File: config.mk
export PLATFORM = sky130hd
export DESIGN_NAME = modem_response_line_classifier_core_flat
export DESIGN_NICKNAME = d
export VERILOG_FILES = /design/src/design/mrlc_pkg.sv /design/src/design/mrlc_if.sv /design/src/design/mrlc_ram.sv /design/src/design/mrlc_line.sv /design/src/design/mrlc_evq.sv /design/src/design/modem_response_line_classifier_core.sv /design/src/flat_wrapper.sv
export SDC_FILE = /design/constraint.sdc
export NUM_CORES = 1
export LEC_CHECK = 0
export BUFFER_PORTS_ARGS = -buffer_cell sky130_fd_sc_hd__buf_2
export CAP_MARGIN = 10
export CORE_ASPECT_RATIO = 1.4
export CORE_MARGIN = 8
export CORE_UTILIZATION = 41
export DETAILED_ROUTE_END_ITERATION = 8
export PLACE_DENSITY = 0.57
export SETUP_SLACK_MARGIN = 0.05
export SLEW_MARGIN = 20
export SYNTH_ARGS = -nofsm -noshare
export SYNTH_HDL_FRONTEND = slang
export SYNTH_SLANG_ARGS = --single-unit
File: constraint.sdc
create_clock -name i_clk -period 5.1 [get_ports i_clk]
set_input_delay 0.765 -clock i_clk [delete_from_list [all_inputs] [get_ports i_clk]]
set_output_delay 0.765 -clock i_clk [all_outputs]
set_load 0.01 [all_outputs]
File: src/design/mrlc_pkg.sv
`timescale 1ns / 1ps

package mrlc_pkg;

    // Operation codes of an input request
    localparam logic [1:0] FN_FEED  = 2'd0;
    localparam logic [1:0] FN_POP   = 2'd1;
    localparam logic [1:0] FN_CLEAR = 2'd2;

    // Line classification codes
    localparam logic [1:0] LR_NONE  = 2'd0;
    localparam logic [1:0] LR_OK    = 2'd1;
    localparam logic [1:0] LR_ERROR = 2'd2;

    // Event codes
    localparam logic [2:0] EV_LINK_UP   = 3'd0;
    localparam logic [2:0] EV_LINK_DOWN = 3'd1;
    localparam logic [2:0] EV_NET_UP    = 3'd2;
    localparam logic [2:0] EV_NET_DOWN  = 3'd3;
    localparam logic [2:0] EV_PEER_CONN = 3'd4;
    localparam logic [2:0] EV_PEER_DISC = 3'd5;

    // Characters
    localparam logic [7:0] CH_LF   = 8'h0A;
    localparam logic [7:0] CH_CR   = 8'h0D;
    localparam logic [7:0] CH_ZERO = 8'h30;
    localparam logic [7:0] CH_NINE = 8'h39;

    // Stored line head and number field
    localparam int HEAD_LEN   = 6;
    localparam int NUM_OFFSET = 6;
    localparam logic [14:0] HANDLE_MAX   = 15'h7FFF;
    localparam logic [15:0] HANDLE_RESET = 16'hFFFF;

    // Prefixes, first character in the top byte
    localparam logic [15:0] PFX_OK    = "OK";
    localparam logic [39:0] PFX_ERROR = "ERROR";
    localparam logic [47:0] PFX_UDCP  = "+UDCP:";
    localparam logic [23:0] PFX_UU    = "+UU";
    localparam logic [47:0] PFX_WLE   = "+UUWLE";
    localparam logic [47:0] PFX_WLD   = "+UUWLD";
    localparam logic [39:0] PFX_NU    = "+UUNU";
    localparam logic [39:0] PFX_ND    = "+UUND";
    localparam logic [47:0] PFX_DPC   = "+UUDPC";
    localparam logic [47:0] PFX_DPD   = "+UUDPD";

    // Line parser result for one request
    typedef struct packed {
        logic [1:0]  line_result;
        logic        ev_push;
        logic [2:0]  ev_code;
        logic [15:0] handle;
    } t_line_out;

    // Event queue request for one cycle
    typedef struct packed {
        logic       push;
        logic [2:0] push_code;
        logic       pop;
        logic       clear;
    } t_evq_req;

    // Event queue pop result
    typedef struct packed {
        logic       ev_valid;
        logic [2:0] ev_code;
    } t_evq_out;

    // Fixed-width part of a result item
    typedef struct packed {
        logic [1:0]  line_result;
        logic        event_valid;
        logic [2:0]  event_code;
        logic [15:0] peer_handle;
    } t_res_fix;

endpackage

File: src/design/mrlc_if.sv
`timescale 1ns / 1ps

// Input request channel
interface mrlc_in_if;
    logic       valid;
    logic       ready;
    logic [1:0] func;
    logic [7:0] data_byte;

    modport source (output valid, output func, output data_byte, input ready);
    modport sink   (input valid, input func, input data_byte, output ready);
endinterface

// Result channel
interface mrlc_out_if #(
    parameter int CNT_W = 4
);
    logic               valid;
    logic               ready;
    logic [1:0]         line_result;
    logic               event_valid;
    logic [2:0]         event_code;
    logic signed [15:0] peer_handle;
    logic [CNT_W-1:0]   queued_events;

    modport source (output valid, output line_result, output event_valid,
                    output event_code, output peer_handle, output queued_events,
                    input ready);
    modport sink   (input valid, input line_result, input event_valid,
                    input event_code, input peer_handle, input queued_events,
                    output ready);
endinterface

File: src/design/mrlc_ram.sv
`timescale 1ns / 1ps

module mrlc_ram #(
    parameter int WIDTH = 8,
    parameter int DEPTH = 8
) (
    input  logic                                      i_clk,
    input  logic                                      i_we,
    input  logic [((DEPTH > 1) ? $clog2(DEPTH) : 1)-1:0] i_waddr,
    input  logic [WIDTH-1:0]                          i_wdata,
    input  logic [((DEPTH > 1) ? $clog2(DEPTH) : 1)-1:0] i_raddr,
    output logic [WIDTH-1:0]                          o_rdata
);

    logic [WIDTH-1:0] r_mem [DEPTH];
    logic [WIDTH-1:0] r_rdata;

    // One write port, one registered read port
    always_ff @(posedge i_clk) begin
        if (i_we) begin
            r_mem[i_waddr] <= i_wdata;
        end
        r_rdata <= r_mem[i_raddr];
    end

    assign o_rdata = r_rdata;

endmodule

File: src/design/mrlc_line.sv
`timescale 1ns / 1ps

module mrlc_line #(
    parameter int LINE_CAPACITY = 128
) (
    input  logic                i_clk,
    input  logic                i_rst_n,
    input  logic                i_valid,
    input  logic [1:0]          i_func,
    input  logic [7:0]          i_data_byte,
    output mrlc_pkg::t_line_out o_line
);

    localparam int KW = $clog2(LINE_CAPACITY + 1);

    logic [7:0]    r_head [mrlc_pkg::HEAD_LEN];
    logic [7:0]    n_head [mrlc_pkg::HEAD_LEN];
    logic [KW-1:0] r_kept, n_kept;
    logic [14:0]   r_accum, n_accum;
    logic          r_running, n_running;
    logic [15:0]   r_handle, n_handle;
    logic [47:0]   w_head;

    assign w_head = {r_head[0], r_head[1], r_head[2], r_head[3], r_head[4], r_head[5]};

    // Line state
    always_ff @(posedge i_clk) begin
        if (!i_rst_n) begin
            r_kept    <= '0;
            r_accum   <= '0;
            r_running <= 1'b1;
            r_handle  <= mrlc_pkg::HANDLE_RESET;
            for (int i = 0; i < mrlc_pkg::HEAD_LEN; i++) begin
                r_head[i] <= '0;
            end
        end else begin
            r_kept    <= n_kept;
            r_accum   <= n_accum;
            r_running <= n_running;
            r_handle  <= n_handle;
            r_head    <= n_head;
        end
    end

    // Byte handling and classification at end of line
    always_comb begin
        logic [18:0] prod;
        logic        is_digit;
        logic        has3, has5, has6;

        n_head    = r_head;
        n_kept    = r_kept;
        n_accum   = r_accum;
        n_running = r_running;
        n_handle  = r_handle;
        o_line.line_result = mrlc_pkg::LR_NONE;
        o_line.ev_push     = 1'b0;
        o_line.ev_code     = mrlc_pkg::EV_LINK_UP;

        is_digit = (i_data_byte >= mrlc_pkg::CH_ZERO) && (i_data_byte <= mrlc_pkg::CH_NINE);
        prod = 19'({r_accum, 3'b000}) + 19'({r_accum, 1'b0}) + 19'(i_data_byte[3:0]);
        has3 = r_kept >= KW'(3);
        has5 = r_kept >= KW'(5);
        has6 = r_kept >= KW'(6);

        if (i_valid) begin
            unique case (i_func)
                mrlc_pkg::FN_FEED: begin
                    if (i_data_byte == mrlc_pkg::CH_LF) begin
                        if (r_kept == KW'(2) && w_head[47:32] == mrlc_pkg::PFX_OK) begin
                            o_line.line_result = mrlc_pkg::LR_OK;
                        end else if (has5 && w_head[47:8] == mrlc_pkg::PFX_ERROR) begin
                            o_line.line_result = mrlc_pkg::LR_ERROR;
                        end else if (has6 && w_head == mrlc_pkg::PFX_UDCP) begin
                            n_handle = {1'b0, r_accum};
                        end else if (has3 && w_head[47:24] == mrlc_pkg::PFX_UU) begin
                            o_line.ev_push = 1'b1;
                            if (has6 && w_head == mrlc_pkg::PFX_WLE) begin
                                o_line.ev_code = mrlc_pkg::EV_LINK_UP;
                            end else if (has6 && w_head == mrlc_pkg::PFX_WLD) begin
                                o_line.ev_code = mrlc_pkg::EV_LINK_DOWN;
                            end else if (has5 && w_head[47:8] == mrlc_pkg::PFX_NU) begin
                                o_line.ev_code = mrlc_pkg::EV_NET_UP;
                            end else if (has5 && w_head[47:8] == mrlc_pkg::PFX_ND) begin
                                o_line.ev_code = mrlc_pkg::EV_NET_DOWN;
                            end else if (has6 && w_head == mrlc_pkg::PFX_DPC) begin
                                o_line.ev_code = mrlc_pkg::EV_PEER_CONN;
                            end else if (has6 && w_head == mrlc_pkg::PFX_DPD) begin
                                o_line.ev_code = mrlc_pkg::EV_PEER_DISC;
                            end else begin
                                o_line.ev_push = 1'b0;
                            end
                        end
                        // new empty line
                        n_kept    = '0;
                        n_accum   = '0;
                        n_running = 1'b1;
                    end else if (i_data_byte != mrlc_pkg::CH_CR &&
                                 r_kept < KW'(LINE_CAPACITY)) begin
                        if (r_kept < KW'(mrlc_pkg::HEAD_LEN)) begin
                            n_head[r_kept[2:0]] = i_data_byte;
                        end
                        if (r_kept >= KW'(mrlc_pkg::NUM_OFFSET) && r_running) begin
                            if (is_digit) begin
                                n_accum = (prod > 19'(mrlc_pkg::HANDLE_MAX)) ?
                                          mrlc_pkg::HANDLE_MAX : prod[14:0];
                            end else begin
                                n_running = 1'b0;
                            end
                        end
                        n_kept = r_kept + 1'b1;
                    end
                end
                mrlc_pkg::FN_CLEAR: begin
                    n_kept    = '0;
                    n_accum   = '0;
                    n_running = 1'b1;
                end
                default: begin
                end
            endcase
        end

        o_line.handle = n_handle;
    end

endmodule

File: src/design/mrlc_evq.sv
`timescale 1ns / 1ps

module mrlc_evq #(
    parameter int QUEUE_DEPTH = 8
) (
    input  logic                               i_clk,
    input  logic                               i_rst_n,
    input  mrlc_pkg::t_evq_req                 i_req,
    output mrlc_pkg::t_evq_out                 o_evq,
    output logic [$clog2(QUEUE_DEPTH+1)-1:0]   o_count
);

    localparam int QW = (QUEUE_DEPTH > 1) ? $clog2(QUEUE_DEPTH) : 1;
    localparam int CW = $clog2(QUEUE_DEPTH + 1);

    logic [QW-1:0] r_rd, n_rd;
    logic [QW-1:0] r_wr, n_wr;
    logic [CW-1:0] r_cnt, n_cnt;
    logic          r_byp_v;
    logic [2:0]    r_byp_d;
    logic [2:0]    w_ram_q;
    logic [2:0]    w_head;
    logic          w_we;

    // Event storage; read runs every cycle at the next head pointer
    mrlc_ram #(
        .WIDTH (3),
        .DEPTH (QUEUE_DEPTH)
    ) u_ram (
        .i_clk   (i_clk),
        .i_we    (w_we),
        .i_waddr (r_wr),
        .i_wdata (i_req.push_code),
        .i_raddr (n_rd),
        .o_rdata (w_ram_q)
    );

    // A write to the entry being read is forwarded
    assign w_head = r_byp_v ? r_byp_d : w_ram_q;

    always_comb begin
        n_rd = r_rd;
        n_wr = r_wr;
        n_cnt = r_cnt;
        w_we = 1'b0;
        o_evq.ev_valid = 1'b0;
        o_evq.ev_code  = mrlc_pkg::EV_LINK_UP;
        if (i_req.clear) begin
            n_rd  = '0;
            n_wr  = '0;
            n_cnt = '0;
        end else if (i_req.pop) begin
            if (r_cnt != '0) begin
                o_evq.ev_valid = 1'b1;
                o_evq.ev_code  = w_head;
                n_rd  = (r_rd == QW'(QUEUE_DEPTH - 1)) ? '0 : r_rd + 1'b1;
                n_cnt = r_cnt - 1'b1;
            end
        end else if (i_req.push) begin
            if (r_cnt < CW'(QUEUE_DEPTH)) begin
                w_we  = 1'b1;
                n_wr  = (r_wr == QW'(QUEUE_DEPTH - 1)) ? '0 : r_wr + 1'b1;
                n_cnt = r_cnt + 1'b1;
            end
        end
    end

    assign o_count = n_cnt;

    always_ff @(posedge i_clk) begin
        if (!i_rst_n) begin
            r_rd    <= '0;
            r_wr    <= '0;
            r_cnt   <= '0;
            r_byp_v <= 1'b0;
        end else begin
            r_rd    <= n_rd;
            r_wr    <= n_wr;
            r_cnt   <= n_cnt;
            r_byp_v <= w_we && (r_wr == n_rd);
        end
    end

    always_ff @(posedge i_clk) begin
        r_byp_d <= i_req.push_code;
    end

endmodule

File: src/design/modem_response_line_classifier_core.sv
`timescale 1ns / 1ps

// A request is held in the input register, classified there and its result written to
// the result buffer. Throughput: one request per cycle while there is room; line state
// and queue pointers update in one step. A three-entry result buffer lets requests flow
// back to back; input stalls only once the stage and buffer hold three results.
// Reset (synchronous, active low): empty line, empty queue, peer handle -1, no results.
module modem_response_line_classifier_core #(
    parameter int LINE_CAPACITY = 128,
    parameter int QUEUE_DEPTH   = 8
) (
    input  logic        i_clk,
    input  logic        i_rst_n,
    mrlc_in_if.sink     i_in,
    mrlc_out_if.source  o_out
);

    localparam int CNT_W = $clog2(QUEUE_DEPTH + 1);
    localparam int OB_DEPTH = 3;

    logic       r_in_valid;
    logic [1:0] r_func;
    logic [7:0] r_byte;
    logic       w_in_acc;

    mrlc_pkg::t_line_out w_line;
    mrlc_pkg::t_evq_req  w_req;
    mrlc_pkg::t_evq_out  w_evq;
    logic [CNT_W-1:0]    w_count;

    mrlc_pkg::t_res_fix r_ob_fix [OB_DEPTH];
    logic [CNT_W-1:0]   r_ob_cnt [OB_DEPTH];
    logic [1:0]         r_ob_rd, r_ob_wr, r_ob_n;
    logic               w_ob_pop;

    // Input register; room is counted over the stage and the result buffer
    assign i_in.ready = (2'(r_in_valid) + r_ob_n) < 2'(OB_DEPTH);
    assign w_in_acc   = i_in.valid && i_in.ready;

    always_ff @(posedge i_clk) begin
        if (!i_rst_n) begin
            r_in_valid <= 1'b0;
        end else begin
            r_in_valid <= w_in_acc;
        end
    end

    always_ff @(posedge i_clk) begin
        if (w_in_acc) begin
            r_func <= i_in.func;
            r_byte <= i_in.data_byte;
        end
    end

    mrlc_line #(
        .LINE_CAPACITY (LINE_CAPACITY)
    ) u_line (
        .i_clk       (i_clk),
        .i_rst_n     (i_rst_n),
        .i_valid     (r_in_valid),
        .i_func      (r_func),
        .i_data_byte (r_byte),
        .o_line      (w_line)
    );

    // Queue requests for this step
    assign w_req.push      = w_line.ev_push;
    assign w_req.push_code = w_line.ev_code;
    assign w_req.pop       = r_in_valid && (r_func == mrlc_pkg::FN_POP);
    assign w_req.clear     = r_in_valid && (r_func == mrlc_pkg::FN_CLEAR);

    mrlc_evq #(
        .QUEUE_DEPTH (QUEUE_DEPTH)
    ) u_evq (
        .i_clk   (i_clk),
        .i_rst_n (i_rst_n),
        .i_req   (w_req),
        .o_evq   (w_evq),
        .o_count (w_count)
    );

    // Result buffer
    assign w_ob_pop = o_out.valid && o_out.ready;

    always_ff @(posedge i_clk) begin
        if (!i_rst_n) begin
            r_ob_rd <= '0;
            r_ob_wr <= '0;
            r_ob_n  <= '0;
        end else begin
            if (r_in_valid) begin
                r_ob_wr <= (r_ob_wr == 2'(OB_DEPTH - 1)) ? '0 : r_ob_wr + 1'b1;
            end
            if (w_ob_pop) begin
                r_ob_rd <= (r_ob_rd == 2'(OB_DEPTH - 1)) ? '0 : r_ob_rd + 1'b1;
            end
            r_ob_n <= r_ob_n + 2'(r_in_valid) - 2'(w_ob_pop);
        end
    end

    always_ff @(posedge i_clk) begin
        if (r_in_valid) begin
            r_ob_fix[r_ob_wr].line_result <= w_line.line_result;
            r_ob_fix[r_ob_wr].event_valid <= w_evq.ev_valid;
            r_ob_fix[r_ob_wr].event_code  <= w_evq.ev_code;
            r_ob_fix[r_ob_wr].peer_handle <= w_line.handle;
            r_ob_cnt[r_ob_wr]             <= w_count;
        end
    end

    assign o_out.valid         = r_ob_n != '0;
    assign o_out.line_result   = r_ob_fix[r_ob_rd].line_result;
    assign o_out.event_valid   = r_ob_fix[r_ob_rd].event_valid;
    assign o_out.event_code    = r_ob_fix[r_ob_rd].event_code;
    assign o_out.peer_handle   = r_ob_fix[r_ob_rd].peer_handle;
    assign o_out.queued_events = r_ob_cnt[r_ob_rd];

endmodule

File: src/flat_wrapper.sv
// flat-port wrapper written by rule: the top's interface ports become plain ports
module modem_response_line_classifier_core_flat import mrlc_pkg::*;
#(
    parameter int LINE_CAPACITY = 128,
    parameter int QUEUE_DEPTH   = 8
)
  (i_clk, i_rst_n, i_in_valid, i_in_func, i_in_data_byte, i_in_ready, o_out_valid, o_out_line_result, o_out_event_valid, o_out_event_code, o_out_peer_handle, o_out_queued_events, o_out_ready);
  mrlc_in_if i_in_i ();
  mrlc_out_if #(.CNT_W(4)) o_out_i ();
  input  logic i_clk;
  input  logic i_rst_n;
  input wire logic [$bits(i_in_i.valid)-1:0] i_in_valid;
  input wire logic [$bits(i_in_i.func)-1:0] i_in_func;
  input wire logic [$bits(i_in_i.data_byte)-1:0] i_in_data_byte;
  output wire logic [$bits(i_in_i.ready)-1:0] i_in_ready;
  output wire logic [$bits(o_out_i.valid)-1:0] o_out_valid;
  output wire logic [$bits(o_out_i.line_result)-1:0] o_out_line_result;
  output wire logic [$bits(o_out_i.event_valid)-1:0] o_out_event_valid;
  output wire logic [$bits(o_out_i.event_code)-1:0] o_out_event_code;
  output wire logic [$bits(o_out_i.peer_handle)-1:0] o_out_peer_handle;
  output wire logic [$bits(o_out_i.queued_events)-1:0] o_out_queued_events;
  input wire logic [$bits(o_out_i.ready)-1:0] o_out_ready;
  assign i_in_i.valid = i_in_valid;
  assign i_in_i.func = i_in_func;
  assign i_in_i.data_byte = i_in_data_byte;
  assign i_in_ready = i_in_i.ready;
  assign o_out_valid = o_out_i.valid;
  assign o_out_line_result = o_out_i.line_result;
  assign o_out_event_valid = o_out_i.event_valid;
  assign o_out_event_code = o_out_i.event_code;
  assign o_out_peer_handle = o_out_i.peer_handle;
  assign o_out_queued_events = o_out_i.queued_events;
  assign o_out_i.ready = o_out_ready;
  modem_response_line_classifier_core #(.LINE_CAPACITY(LINE_CAPACITY), .QUEUE_DEPTH(QUEUE_DEPTH)) u_core (.i_clk(i_clk), .i_rst_n(i_rst_n), .i_in(i_in_i), .o_out(o_out_i));
endmodule
Word level (Yosys, flattened, before mapping)

Memories as Yosys holds them, arrays and structs flattened. A register that Yosys moved wholly into a read port is not among the register bits.
Index checks and enable logic that the tools add are counted.

Flip-flop bits (word level): 119
Latch bits: 0
RAM bits: 102
ROM bits: 0
Input bits: 14
Output and inout bits: 28
Memories kept: 3

Memory list:

| name                     | words | width | read ports | clocked after Yosys merged registers in | write ports | line                                      | text |
|---|---|---|---|---|---|---|---|
| u_core.r_ob_fix          | 3     | 22    | 1          | 1                                       | 1           | modem_response_line_classifier_core.sv:31 | `mrlc_pkg::t_res_fix r_ob_fix [OB_DEPTH];` |
| u_core.u_evq.u_ram.r_mem | 8     | 3     | 1          | 1                                       | 1           | mrlc_ram.sv:15                            | `logic [WIDTH-1:0] r_mem [DEPTH];` |
| u_core.r_ob_cnt          | 3     | 4     | 1          | 1                                       | 1           | modem_response_line_classifier_core.sv:32 | `logic [CNT_W-1:0] r_ob_cnt [OB_DEPTH];` |

Add/subtract/negate cells: 11
$mul: 0
Div/mod/pow operators: 0
$lt $le $gt $ge: 12
Equality and inequality tests: 24
Shift-type cells: 0
Mux-type cells: 72
Bitwise operators: 4
Reductions and logical operators: 29

Operator list:

| operator             | count |
|---|---|
| $eq 48x46->1 const B | 5 |
| $mux 16              | 6 |
| $eq 40x38->1 const B | 2 |
| $mux 15              | 5 |
| $bwmux 48            | 1 |
| $mux 4               | 12 |
| $eq 40x39->1 const B | 1 |
| $mux 3               | 12 |
| $pmux 15 s2          | 1 |
| $demux 8 s3          | 1 |
| $eq 24x22->1 const B | 1 |
| $mux 8               | 3 |
| $add 18x16->19       | 1 |
| $add 19x4->19        | 1 |
| $gt 19x15->1 const B | 1 |
| $logic_and 1x1->1    | 19 |
| $mux 1               | 18 |
| $mux 6               | 3 |
| $eq 16x15->1 const B | 1 |
| $ge 8x3->1 const B   | 2 |
| $mux 2               | 8 |
| $pmux 8 s2           | 1 |
| $reduce_and 5->1     | 3 |
| $ne 3x3->1 const B   | 4 |
| other kinds (31)     | 40 |

Longest topological paths before layout

Gate-level depths: netlist of run 1.

Word-level depth: 20
Gate-level depth with buffers: 13
Gate-level depth less buffers: 11

Hierarchy

From an unflattened synthesis of run 1, not the netlist that was laid out.

Cell total of the unflattened synthesis: 919
Area, all modules: 10588.9 µm²

Modules (own cells, without submodules):

| module                              | times used | cells each | area an instance (µm²) | sequential area each (µm²) |
|---|---|---|---|---|
| mrlc_line                           | 1          | 557        | 5092.4                 | 1761.7 |
| modem_response_line_classifier_core | 1          | 216        | 3598.5                 | 2822.7 |
| mrlc_ram                            | 1          | 50         | 1042.2                 | 780.7 |
| mrlc_evq                            | 1          | 96         | 855.8                  | 280.3 |

Worst setup path after synthesis of run 1

No wires, ideal clock.

Kind: register -> register
From: register u_core.r_byte[3]
To: register u_core.u_line.r_accum[10]
Setup time: 0.129 ns
Arrival: 3.469 ns
Required time: 4.971 ns
Slack: 1.502 ns
Cell stages (with the launch flop): 14
Buffers on the path: 2
Clock period less this slack: 3.598 ns
Cells stage by stage: edfxtp_1 > clkbuf_1 > inv_1 > fa_1 > inv_1 > ha_1 > a211o_1 > a211oi_1 > nor3_1 > o31a_1 > o211a_1 > o41ai_2 > clkbuf_1 > nand2_1

Cells in the longest elaborated chain, start to end: 8
Elaborated cells on any way between the ends: 18
Those cells by class: add/sub: 1; order compare: 3; eq/ne: 5; mux: 6; reduce/logical: 3

Ends and longest elaborated chain:

| item                   | line                                      | text |
|---|---|---|
| start, declared        | modem_response_line_classifier_core.sv:23 | `logic [7:0] r_byte;` |
| start signal, assigned | modem_response_line_classifier_core.sv:51 | `r_byte <= i_in.data_byte;` |
| $add 19x4->19          | mrlc_line.sv:61                           | `prod = 19'({r_accum, 3'b000}) + 19'({r_accum, 1'b0}) + 19'(i_data_byte[3:0]);` |
| $gt 19x15->1           | mrlc_line.sv:105                          | `n_accum = (prod > 19'(mrlc_pkg::HANDLE_MAX)) ?` |
| $mux 15                | mrlc_line.sv:105                          |  |
| $mux 15                | mrlc_line.sv:104                          | `if (is_digit) begin` |
| $mux 15                | mrlc_line.sv:103                          | `if (r_kept >= KW'(mrlc_pkg::NUM_OFFSET) && r_running) begin` |
| $mux 15                | mrlc_line.sv:98                           | `end else if (i_data_byte != mrlc_pkg::CH_CR &&` |
| $mux 15                | mrlc_line.sv:69                           | `if (i_data_byte == mrlc_pkg::CH_LF) begin` |
| $pmux 15 s2            | mrlc_line.sv:67                           | `unique case (i_func)` |
| end signal, assigned   | mrlc_line.sv:38                           | `r_accum <= n_accum;` |
| end, declared          | mrlc_line.sv:19                           | `logic [14:0] r_accum, n_accum;` |

Several ways; a longest one is shown, not always the timed one. The select of a mux whose other input is x is not followed.
A chain may end at the register's enable or synchronous reset.

Worst setup path after layout of run 1

From: register u_core.r_byte[3]
To: register u_core.u_line.r_accum[14]

The elaborated chain is that of the path after synthesis.

==> flow_summary.ini, run 1 <==
[floorplanning]
core_region_area_um2 = 24590
ios = 42
rows = 68
chipWidth_um = 149.6
dieHeight_um = 203.0
die_area_um2 = 30360
start_util = 0.4164

[worst_setup_path]
path_buf_inv = 3
worstReg2RegEnd = u_core.u_line.r_accum[14]$_SDFFE_PN0P_
crit_family = compound AO/OA/AOI/OAI gates
crit_chain = inv_1 -> fa_1 -> inv_1 -> ha_1 -> a211o_1 -> a211oi_1 -> nor3_1 -> o31a_1 -> o211a_1 -> o41ai_2 -> buf_4 -> o211ai_1
worstPathMaxFanout = 11
crit_start = u_core.r_byte[3]$_DFFE_PP_
path_class = register to register
path_common_cell = inv_1
reg2reg_from = u_core.r_byte[3]$_DFFE_PP_
critPathSlowestCell = edfxtp_1
crit_path_start_kind = register
cpPeakStageDelay_ps = 580
cp_num_cells = 12
required_ps = 5500
crit_path_end_kind = register
rr_worst_depth = 12
rrSetupSlack_ps = 1220
endpoint = u_core.u_line.r_accum[14]$_SDFFE_PN0P_
worstPathArrival_ps = 4280

[clock_network]
cts_tree = built
post_cts_buffers = 0
cts_hold_buf = 0
clockBufferDepth = 3
root_buffer = clkbuf_16
cts_resized = 0
htreeDepth = 1
cts_made_buffers = 22
clk_pin_slew_ps = 60
clock-sinks = 226
clock_latency_ps = 510

[placed_design]
portBuffers = 41
place.gp.congestion = 0.7881
dpl_worst_slack_ps = 1206
dp_hpwl_mm = 14.75

[synth]
synth_area_leaders = edfxtp_1 (33%), dfxtp_1 (22%), mux2i_1 (9.6%)
synth.avg_cell_area_um2 = 11.42
synthFlopType = dfxtp_1
ys_warn_count = 0
async_flop_share = 0
synth_top_area_share = 0.3284
syn_inst = 897
synth_area_um2 = 10240
synth-seq-cells = 226
post_synth_num_cell_types = 79
ys_seq_area_frac = 0.5513
synth_edf_count = 112
synth_fp_nets = 954
synth.largest_area_cell = edfxtp_1

[sta]
hold_viol_final = 0
skew_ps = 22.48
worstMarginPinSlew_ps = 971.4
finalSetupViolCount = 0
finalWorstSetupSlack_ps = 1220
grt_setup_unrepaired = no
tns_ps = 0
fmaxAchievable_mhz = 257.7
min_period_ps = 3880
maxSlewViolCount = 0
fin_crit_sh = 0.7608
relSlewSlack = 0.3489

[global_routing]
grt_pass1_vias = 6543
grt_pass1_wl_mm = 34.82
antenna_found_initial = 0
grt_use_total = 0.1395
gr-total-overflow = 0
grt_max_degree = 73

[final_layout]
num_antenna_cells = 0
drive_above_1_share = 0.1382
nNetsFinal = 990
layout_common_cells = dfxtp_1 (114), edfxtp_1 (112), mux2i_1 (98)
finalCoreUtilization = 0.4650
nFillCells = 2305
area_growth_pct = 11.67
final_common_cell = dfxtp_1

[run_status]
status = completed

[detailed_routing]
viasPerCell = 5.272
totalWireLength_mm = 21.25
avgRoutedWirePerCell_um = 16.82
ant_nets = 0
num_vias = 6658
drt-initial-drc-count = 340
drc_errors = 0
firstDrtPassIters = 5

[pwr]
power_density_nw_per_um2 = 338.7
leakagePower_nw = 4.158
p_total_mw = 3.873
irDropWorstVdd_mv = 0.2590

[hold_path]
hp-class = input port to register

[job]
cap_violations = 0
[per-stage QoR]
| step | hold WS, ps | cells | instance area [µm²] |
|---|---|---|---|
| final | 426.0 | 1263 | 11430 |
| after CTS | 405.2 | 1263 | 11430 |
| after global routing | 406.0 | 1263 | 11430 |
| after global placement | 466.2 | 1224 | 10750 |
| after floorplan | 439.1 | 897 | 10240 |
| after detailed placement | 472.4 | 1224 | 10750 |
[sequential cells by signal (all words and copies together) (netlist names), 2 cells and up, named ones only]
name and cells:
u_core.u_evq.r_wr 3, u_core.r_func 2, u_core.u_line.r_kept 8, u_core.u_evq.u_ram.r_mem 24
u_core.u_line.r_head 48, u_core.u_line.r_accum 15, u_core.r_byte 8, u_core.r_ob_wr 2
u_core.u_evq.r_rd 3, u_core.u_evq.u_ram.o_rdata 3, u_core.u_evq.r_byp_d 3, u_core.r_ob_rd 2
u_core.u_evq.r_cnt 4, u_core.r_ob_fix 66, u_core.r_ob_n 2, u_core.u_line.r_handle 16
u_core.r_ob_cnt 12
[worst register-to-register path: cells and delay by family (launching register included)]
kind            cells  cell delay (ps)
compound gates      6             1780
fa+ha+maj           2              850
buf+inv             3              450
flops               1              580
simple gates        1              110
[routing by layer]
metal  vias to the layer above  share of wire  track usage
met2                       116           0.48       0.2397
met3                        38          0.044      0.02161
met1                      3169           0.45       0.1745
li1                       3335              -            -
met4                         0          0.024      0.04485
met5                         -              0            0
[kinds of logic after synthesis]
kind of cell,after synthesis,synth area share
compound gates,119,0.07454
xor+xnor,17,0.01454
fa+ha+maj,43,0.05401
buf+inv,63,0.02651
flops,226,0.5513
mux,116,0.1189
simple gates,313,0.1602
[worst min path at each step]
stage,start,end,slack (ps),depth (start not counted)
6_report,i_in_data_byte[0],u_core.r_byte[0]$_DFFE_PP_,430,1
5_1_grt,i_in_data_byte[5],u_core.r_byte[5]$_DFFE_PP_,410,1
4_1_cts,i_in_data_byte[5],u_core.r_byte[5]$_DFFE_PP_,410,1
3_5_place_dp,u_core.u_line.r_running$_SDFFE_PN1P_,u_core.u_line.r_running$_SDFFE_PN1P_,470,2
3_3_place_gp,u_core.u_line.r_head[37]$_SDFFE_PN0P_,u_core.u_line.r_head[37]$_SDFFE_PN0P_,470,2
2_1_floorplan,u_core.u_line.r_running$_SDFFE_PN1P_,u_core.u_line.r_running$_SDFFE_PN1P_,440,2
[cell type report]
cell class,count,area (µm²),share of cell area
Clock buffer,25,561.8,0.04913
Inverter,23,86.33,0.007550
Sequential cell,226,5645,0.4937
Clock inverter,14,115.1,0.01007
Multi-Input combinational cell,608,4344,0.3799
Tap cell,315,394.1,0.03447
Timing Repair Buffer,52,287.8,0.02517
[cells in the mapped netlist, types with 5 or more instances]
master and n:
dfxtp_1 114, edfxtp_1 112, mux2i_1 98, nor2_1 94
nand2_1 73, ha_1 41, o21ai_0 38, clkbuf_1 31
a21oi_1 28, nor3_1 25, inv_1 21, nand3_1 14
nor3b_1 13, nor4_1 12, xnor2_1 12, a22oi_1 10
mux2_2 9, mux2_4 9, or2_1 9, a21o_1 8
or2_2 8, nand4_1 6, nor4b_1 6, o211ai_1 5
or3_1 5, xor2_1 5
[report_power, final]
part           total [mW]  internal [mW]  switching (mW)
sequential           2.02           1.95          0.0719
clock                1.53          0.849           0.682
combinational       0.325          0.136           0.189
total                3.87           2.93           0.943
No activity file was read; power rests on OpenSTA's default activity.
==> inputs of run 2 (changes only) <==
ABC_AREA = 1   (was unset)
clock period = 3.6 ns   (was 5.1 ns; I/O delays follow)
==> run 2 against run 1 <==
  * Critical path depth increased by 2
  * First-iteration DRC count increased by 14%
  * Global-route usage increased by 1.8 points
  * Non-clock buffer count increased by 5
  * Final cell count increased by 28%
  * Fmax increased by 29%
  * Count of clock-buffer cells in the layout increased by 6
  * Combinational power increased to 2.9 times the previous value
  * Die area increased by 3.9%
  * Sequential share of layout area decreased by 2.6 points
  * Total power increased by 62%
  * Critical path type unchanged
  * Largest power group unchanged
==> flow_summary.ini, run 2 <==
[worst_setup_path]
worstPathArrival_ps = 3160
rr_worst_depth = 14
path_class = register to register
worstPathMaxFanout = 8
required_ps = 3760
crit_path_start_kind = register
crit_path_end_kind = register

[final_layout]
layout_common_cells = nand2_1 (265), a21oi_1 (142), nor2_1 (127)
drive_above_1_share = 0.1127
regArea_um2 = 5645
multi_input_area_um2 = 4372
largest_reg_flops = 66
nFillCells = 2479
nNetsFinal = 1334
top_regs = u_core.r_ob_fix: 66 flops, u_core.u_line.r_head: 48 flops, u_core.u_evq.u_ram.r_mem: 24 flops
num_antenna_cells = 0
largest-register = u_core.r_ob_fix
area_growth_pct = 13.06
postLayoutCellArea_um2 = 12070
final_common_cell = nand2_1
layoutNonFillerInstCount = 1619

[sta]
whs_ps = 209.1
min_period_ps = 2999
skew_ps = 16.51
finalWorstSetupSlack_ps = 600.6
relSlewSlack = 0.3956
worstMarginPinSlew_ps = 905.3
grt_setup_unrepaired = no
maxSlewViolCount = 0
fmaxAchievable_mhz = 333.4
hold_viol_final = 0
fin_crit_sh = 0.8332
tns_ps = 0
finalSetupViolCount = 0

[global_routing]
grt_pass1_vias = 8113
grt_pass1_wl_mm = 41.01
gr-total-overflow = 0
grt_max_degree = 55
antenna_found_initial = 0
grt_use_total = 0.1575

[placed_design]
place_area_um2 = 11270
dp_hpwl_mm = 17.31
portBuffers = 41
dp_cells = 1575
dpl_worst_slack_ps = 623.7
place.gp.congestion = 0.8432

[clock_network]
clock-sinks = 226
cts_made_buffers = 24
clockBufferDepth = 3
cts_resized = 0
post_cts_buffers = 0
clock_latency_ps = 510
cts_hold_buf = 0
clk_pin_slew_ps = 60
cts_tree = built
root_buffer = clkbuf_16
htreeDepth = 1

[synth]
synth-seq-cells = 226
async_flop_share = 0
synth_top_area_share = 0.3149
synth_fp_nets = 1286
synth_common_cells = nand2_1 (265), a21oi_1 (142), nor2_1 (128)
synth_edf_count = 112
synth_area_leaders = edfxtp_1 (31%), dfxtp_1 (21%), nand2_1 (9.3%)
synth.largest_area_cell = edfxtp_1
syn_inst = 1229
yosysMostFrequentCell = nand2_1
synthFlopType = dfxtp_1
ys_warn_count = 0
synth_area_um2 = 10680
ys_seq_area_frac = 0.5286
synth.avg_cell_area_um2 = 8.689
post_synth_num_cell_types = 51

[floorplanning]
start_util = 0.4133
dieHeight_um = 207.0
die_area_um2 = 31540
core_region_area_um2 = 25840
rows = 70
chipWidth_um = 152.4
ios = 42

[hold_path]
hp-class = input port to register
whs_path_depth = 1

[pwr]
power_density_nw_per_um2 = 520.8
leakagePower_nw = 4.632
irDropWorstVdd_mv = 0.4383

[detailed_routing]
viasPerCell = 5.004
firstDrtPassIters = 5
totalWireLength_mm = 24.58
avgRoutedWirePerCell_um = 15.18
num_vias = 8101
drt-initial-drc-count = 389
ant_nets = 0
drc_errors = 0

[run_status]
status = completed

[job]
cap_violations = 0
[run 2: cell types whose count changed in the layout (fill, tap and decap cells not counted), moves of 8 or more]
cell     before  now
nor3b_1      12    2
nand3_1      14   51
nand4_1       6   16
a22oi_1      10    0
a21oi_1      27  142
inv_2         1   16
nor4_1       12    4
nand2_1      73  265
mux2i_1      98    0
o21ai_1       2   21
mux2_2        9    0
inv_1        21  115
mux2_4        9    0
nor2_1       93  127
[run 2: path summary, 6_finish.rpt]
| check | endpoint | start | slack, ps |
|---|---|---|---|
| max | u_core.u_evq.u_ram.r_mem[6][0]$_DFFE_PP_ | u_core.u_line.r_kept[0]$_SDFFE_PN0P_ | 600 |
| min | u_core.r_func[1]$_DFFE_PP_ | i_in_func[1] | 210 |
| max reg2reg | u_core.u_evq.u_ram.r_mem[6][0]$_DFFE_PP_ | u_core.u_line.r_kept[0]$_SDFFE_PN0P_ | 600 |
| min reg2reg | u_core.u_line.r_kept[3]$_SDFFE_PN0P_ | u_core.u_line.r_kept[3]$_SDFFE_PN0P_ | 450 |
[run 2: cell type report]
type / instances / area share
Sequential cell: 226 / 0.4676
Multi-Input combinational cell: 831 / 0.3621
Inverter: 137 / 0.04321
Timing Repair Buffer: 57 / 0.02694
Tap cell: 324 / 0.03358
Clock buffer: 31 / 0.05451
Clock inverter: 13 / 0.01212
[run 2: stage by stage]
step | power (mW) | utilization
CTS | 6.379 | 0.4673
floorplan | 3.475 | -
global placement | 3.842 | 0.4362
finish | 6.288 | 0.4673
detailed placement | 3.855 | 0.4362
global route | 6.588 | 0.4673
[run 2: critical path: stages, from the launching register on]
cell      delay (ps)
dfxtp_1          530
clkinv_1         370
ha_1             320
nand2_1           90
nand2_1           50
nand2_1          100
nand3_1           70
nor2_1           100
nor2_1            80
nand3_2           90
nand2_4           80
nor2_8           120
inv_4             70
or2_4            240
nor3_1           340
[run 2: logic make-up (layout without fill, tap and decap cells)]
kind of cell / count (synthesis) / in the layout / synth area share
AND/OR/NAND/NOR: 536 / 536 / 0.2251
AO/OA/AOI/OAI: 238 / 238 / 0.1199
flip-flops: 226 / 226 / 0.5286
buffers and inverters: 172 / 238 / 0.06315
adder cells (fa/ha/maj): 43 / 43 / 0.05179
XOR/XNOR: 14 / 14 / 0.01148
[run 2: metal layers]
metal | up-vias | part of all wire | global-route usage
li1 | 4206 | - | -
met1 | 3717 | 0.45 | 0.1896
met2 | 147 | 0.49 | 0.2892
met3 | 31 | 0.038 | 0.02229
met4 | 0 | 0.022 | 0.04510
met5 | - | 0 | 0
[run 2: report_power, final]
part | internal, mW | switching (mW) | leakage (nW)
combinational | 0.324 | 0.612 | 2.45
sequential | 2.77 | 0.0731 | 1.79
clock | 1.51 | 0.997 | 0.389
total | 4.61 | 1.68 | 4.63
==> inputs of run 3 (changes only) <==
PLACE_DENSITY = 0.59   (was 0.57)
clock period = 2.45 ns   (was 3.6 ns; I/O delays follow)
==> run 3 against run 2 <==
  * The run now ends with negative setup slack left
  * Register-to-register slack got worse by 780 ps
  * Critical path depth is 1 higher
  * Total power rose by 46%
  * First-iteration DRC count unchanged
  * Via count rose by 4.4%
  * Flip-flop and latch count unchanged
  * Clock skew down 4.8 ps
  * Clock power is 42% higher
  * Fmax increased by 14%
  * Non-clock buffer count up 73
==> flow_summary.ini, run 3 (synthesized netlist as in run 2, its figures left out) <==
[global_routing]
grt_max_degree = 42
grt_use_total = 0.1562
grt_pass1_vias = 8221
grt_pass1_wl_mm = 40.77
antenna_found_initial = 0
gr-total-overflow = 0

[worst_setup_path]
path_common_cell = nand3_2
rrSetupSlack_ps = -180
crit_family = adder cells
crit_path_end_kind = register
worstPathMaxFanout = 7
crit_chain = inv_2 -> fa_1 -> buf_4 -> fa_2 -> o21ai_4 -> nand3_2 -> nand3_2 -> nand2_2 -> nand3_2 -> nand2_2 -> nor2_4 -> clkbuf_16 -> nand3_2 -> nand2_1 -> a21oi_1
cpPeakStageDelay_ps = 430
required_ps = 2810
critPathSlowestCell = fa_1
path_buf_inv = 3
crit_path_start_kind = register
worstPathArrival_ps = 2990
path_class = register to register

[sta]
maxSlewViolCount = 0
whs_ps = 40.51
min_period_ps = 2625
relSlewSlack = 0.5251
finalSetupViolCount = 15
fin_crit_sh = 1.071
grt_setup_unrepaired = yes
fmaxAchievable_mhz = 380.9
finalWorstSetupSlack_ps = -175.1
worstMarginPinSlew_ps = 709.7
hold_viol_final = 0
skew_ps = 11.73

[detailed_routing]
firstDrtPassIters = 5
num_vias = 8454
totalWireLength_mm = 24.84
ant_nets = 0
drc_errors = 0
drt-initial-drc-count = 389
viasPerCell = 5.005
avgRoutedWirePerCell_um = 14.71

[clock_network]
cts_tree = built
clock-sinks = 226
root_buffer = clkbuf_16
clk_pin_slew_ps = 60
clockBufferDepth = 3
cts_made_buffers = 23
htreeDepth = 1
clock_latency_ps = 510
cts_hold_buf = 0

[final_layout]
largest-register = u_core.r_ob_fix
nFillCells = 2410
num_antenna_cells = 0
nNetsFinal = 1406
drive_above_1_share = 0.2110
postLayoutCellArea_um2 = 12980
largest_reg_flops = 66
top_regs = u_core.r_ob_fix: 66 flops, u_core.u_line.r_head: 48 flops, u_core.u_evq.u_ram.r_mem: 24 flops
finalCoreUtilization = 0.5022
area_growth_pct = 21.51
layoutNonFillerInstCount = 1689
final_common_cell = nand2_1
layout_common_cells = nand2_1 (252), a21oi_1 (138), nor2_1 (116)

[floorplanning]
dieHeight_um = 207.0
die_area_um2 = 31540
start_util = 0.4133
core_region_area_um2 = 25840
ios = 42
rows = 70
chipWidth_um = 152.4

[pwr]
irDropWorstVdd_mv = 0.6045
leakagePower_nw = 5.161
power_density_nw_per_um2 = 708.1

[run_status]
violations = negative setup slack
status = finished, violations left

[placed_design]
dp_cells = 1637
dpl_worst_slack_ps = -174.3
dp_hpwl_mm = 17.68
portBuffers = 41
place_area_um2 = 11910
place.gp.congestion = 0.8456

[hold_path]
hp-class = input port to register

[job]
cap_violations = 0
run 3: metrics by stage:
stage	TNS (ps)	power, mW
floorplan	-1692	5.114
global placement	-1845	5.701
detailed placement	-2413	5.719
CTS	-1609	9.303
global route	-5258	9.587
finish	-2331	9.188
run 3: final timing paths:
kind | from | end | cells after the start
hold reg to reg | u_core.u_line.r_head[14]$_SDFFE_PN0P_ | u_core.u_line.r_head[14]$_SDFFE_PN0P_ | 2
setup / recovery | u_core.r_byte[3]$_DFFE_PP_ | u_core.u_line.r_accum[8]$_SDFFE_PN0P_ | 15
hold / removal | i_in_func[0] | u_core.r_func[0]$_DFFE_PP_ | 1
setup reg to reg | u_core.r_byte[3]$_DFFE_PP_ | u_core.u_line.r_accum[8]$_SDFFE_PN0P_ | 15
run 3: where the power goes:
part	internal [mW]	switching (mW)	total, mW	leakage, nW
Combinational	0.539	0.942	1.48	2.99
Clock	2.09	1.47	3.56	0.375
Sequential	4.07	0.0698	4.14	1.79
Total	6.71	2.48	9.19	5.16
run 3: per-layer routing:
metal,wire [µm],GRT usage,vias up
met5,0,0,-
met3,875,0.02063,41
met4,649,0.05118,0
met2,12230,0.2853,138
li1,-,-,4353
met1,11080,0.1875,3922
run 3: final cells by class:
cell class | count | area, µm² | share of cell area
Timing Repair Buffer | 130 | 974.7 | 0.07511
Sequential cell | 226 | 5654 | 0.4357
Inverter | 137 | 524.3 | 0.04040
Multi-Input combinational cell | 831 | 4643 | 0.3578
Clock inverter | 13 | 128.9 | 0.009932
Tap cell | 324 | 405.4 | 0.03124
Clock buffer | 28 | 645.6 | 0.04975
run 3: what timing repair did:
action | in CTS | in global routing
pin swaps | 1 | 22
resized for setup | 13 | 40
setup buffers | 0 | 9
gates cloned | 0 | 2
setup endpoints to repair | 59 | 100
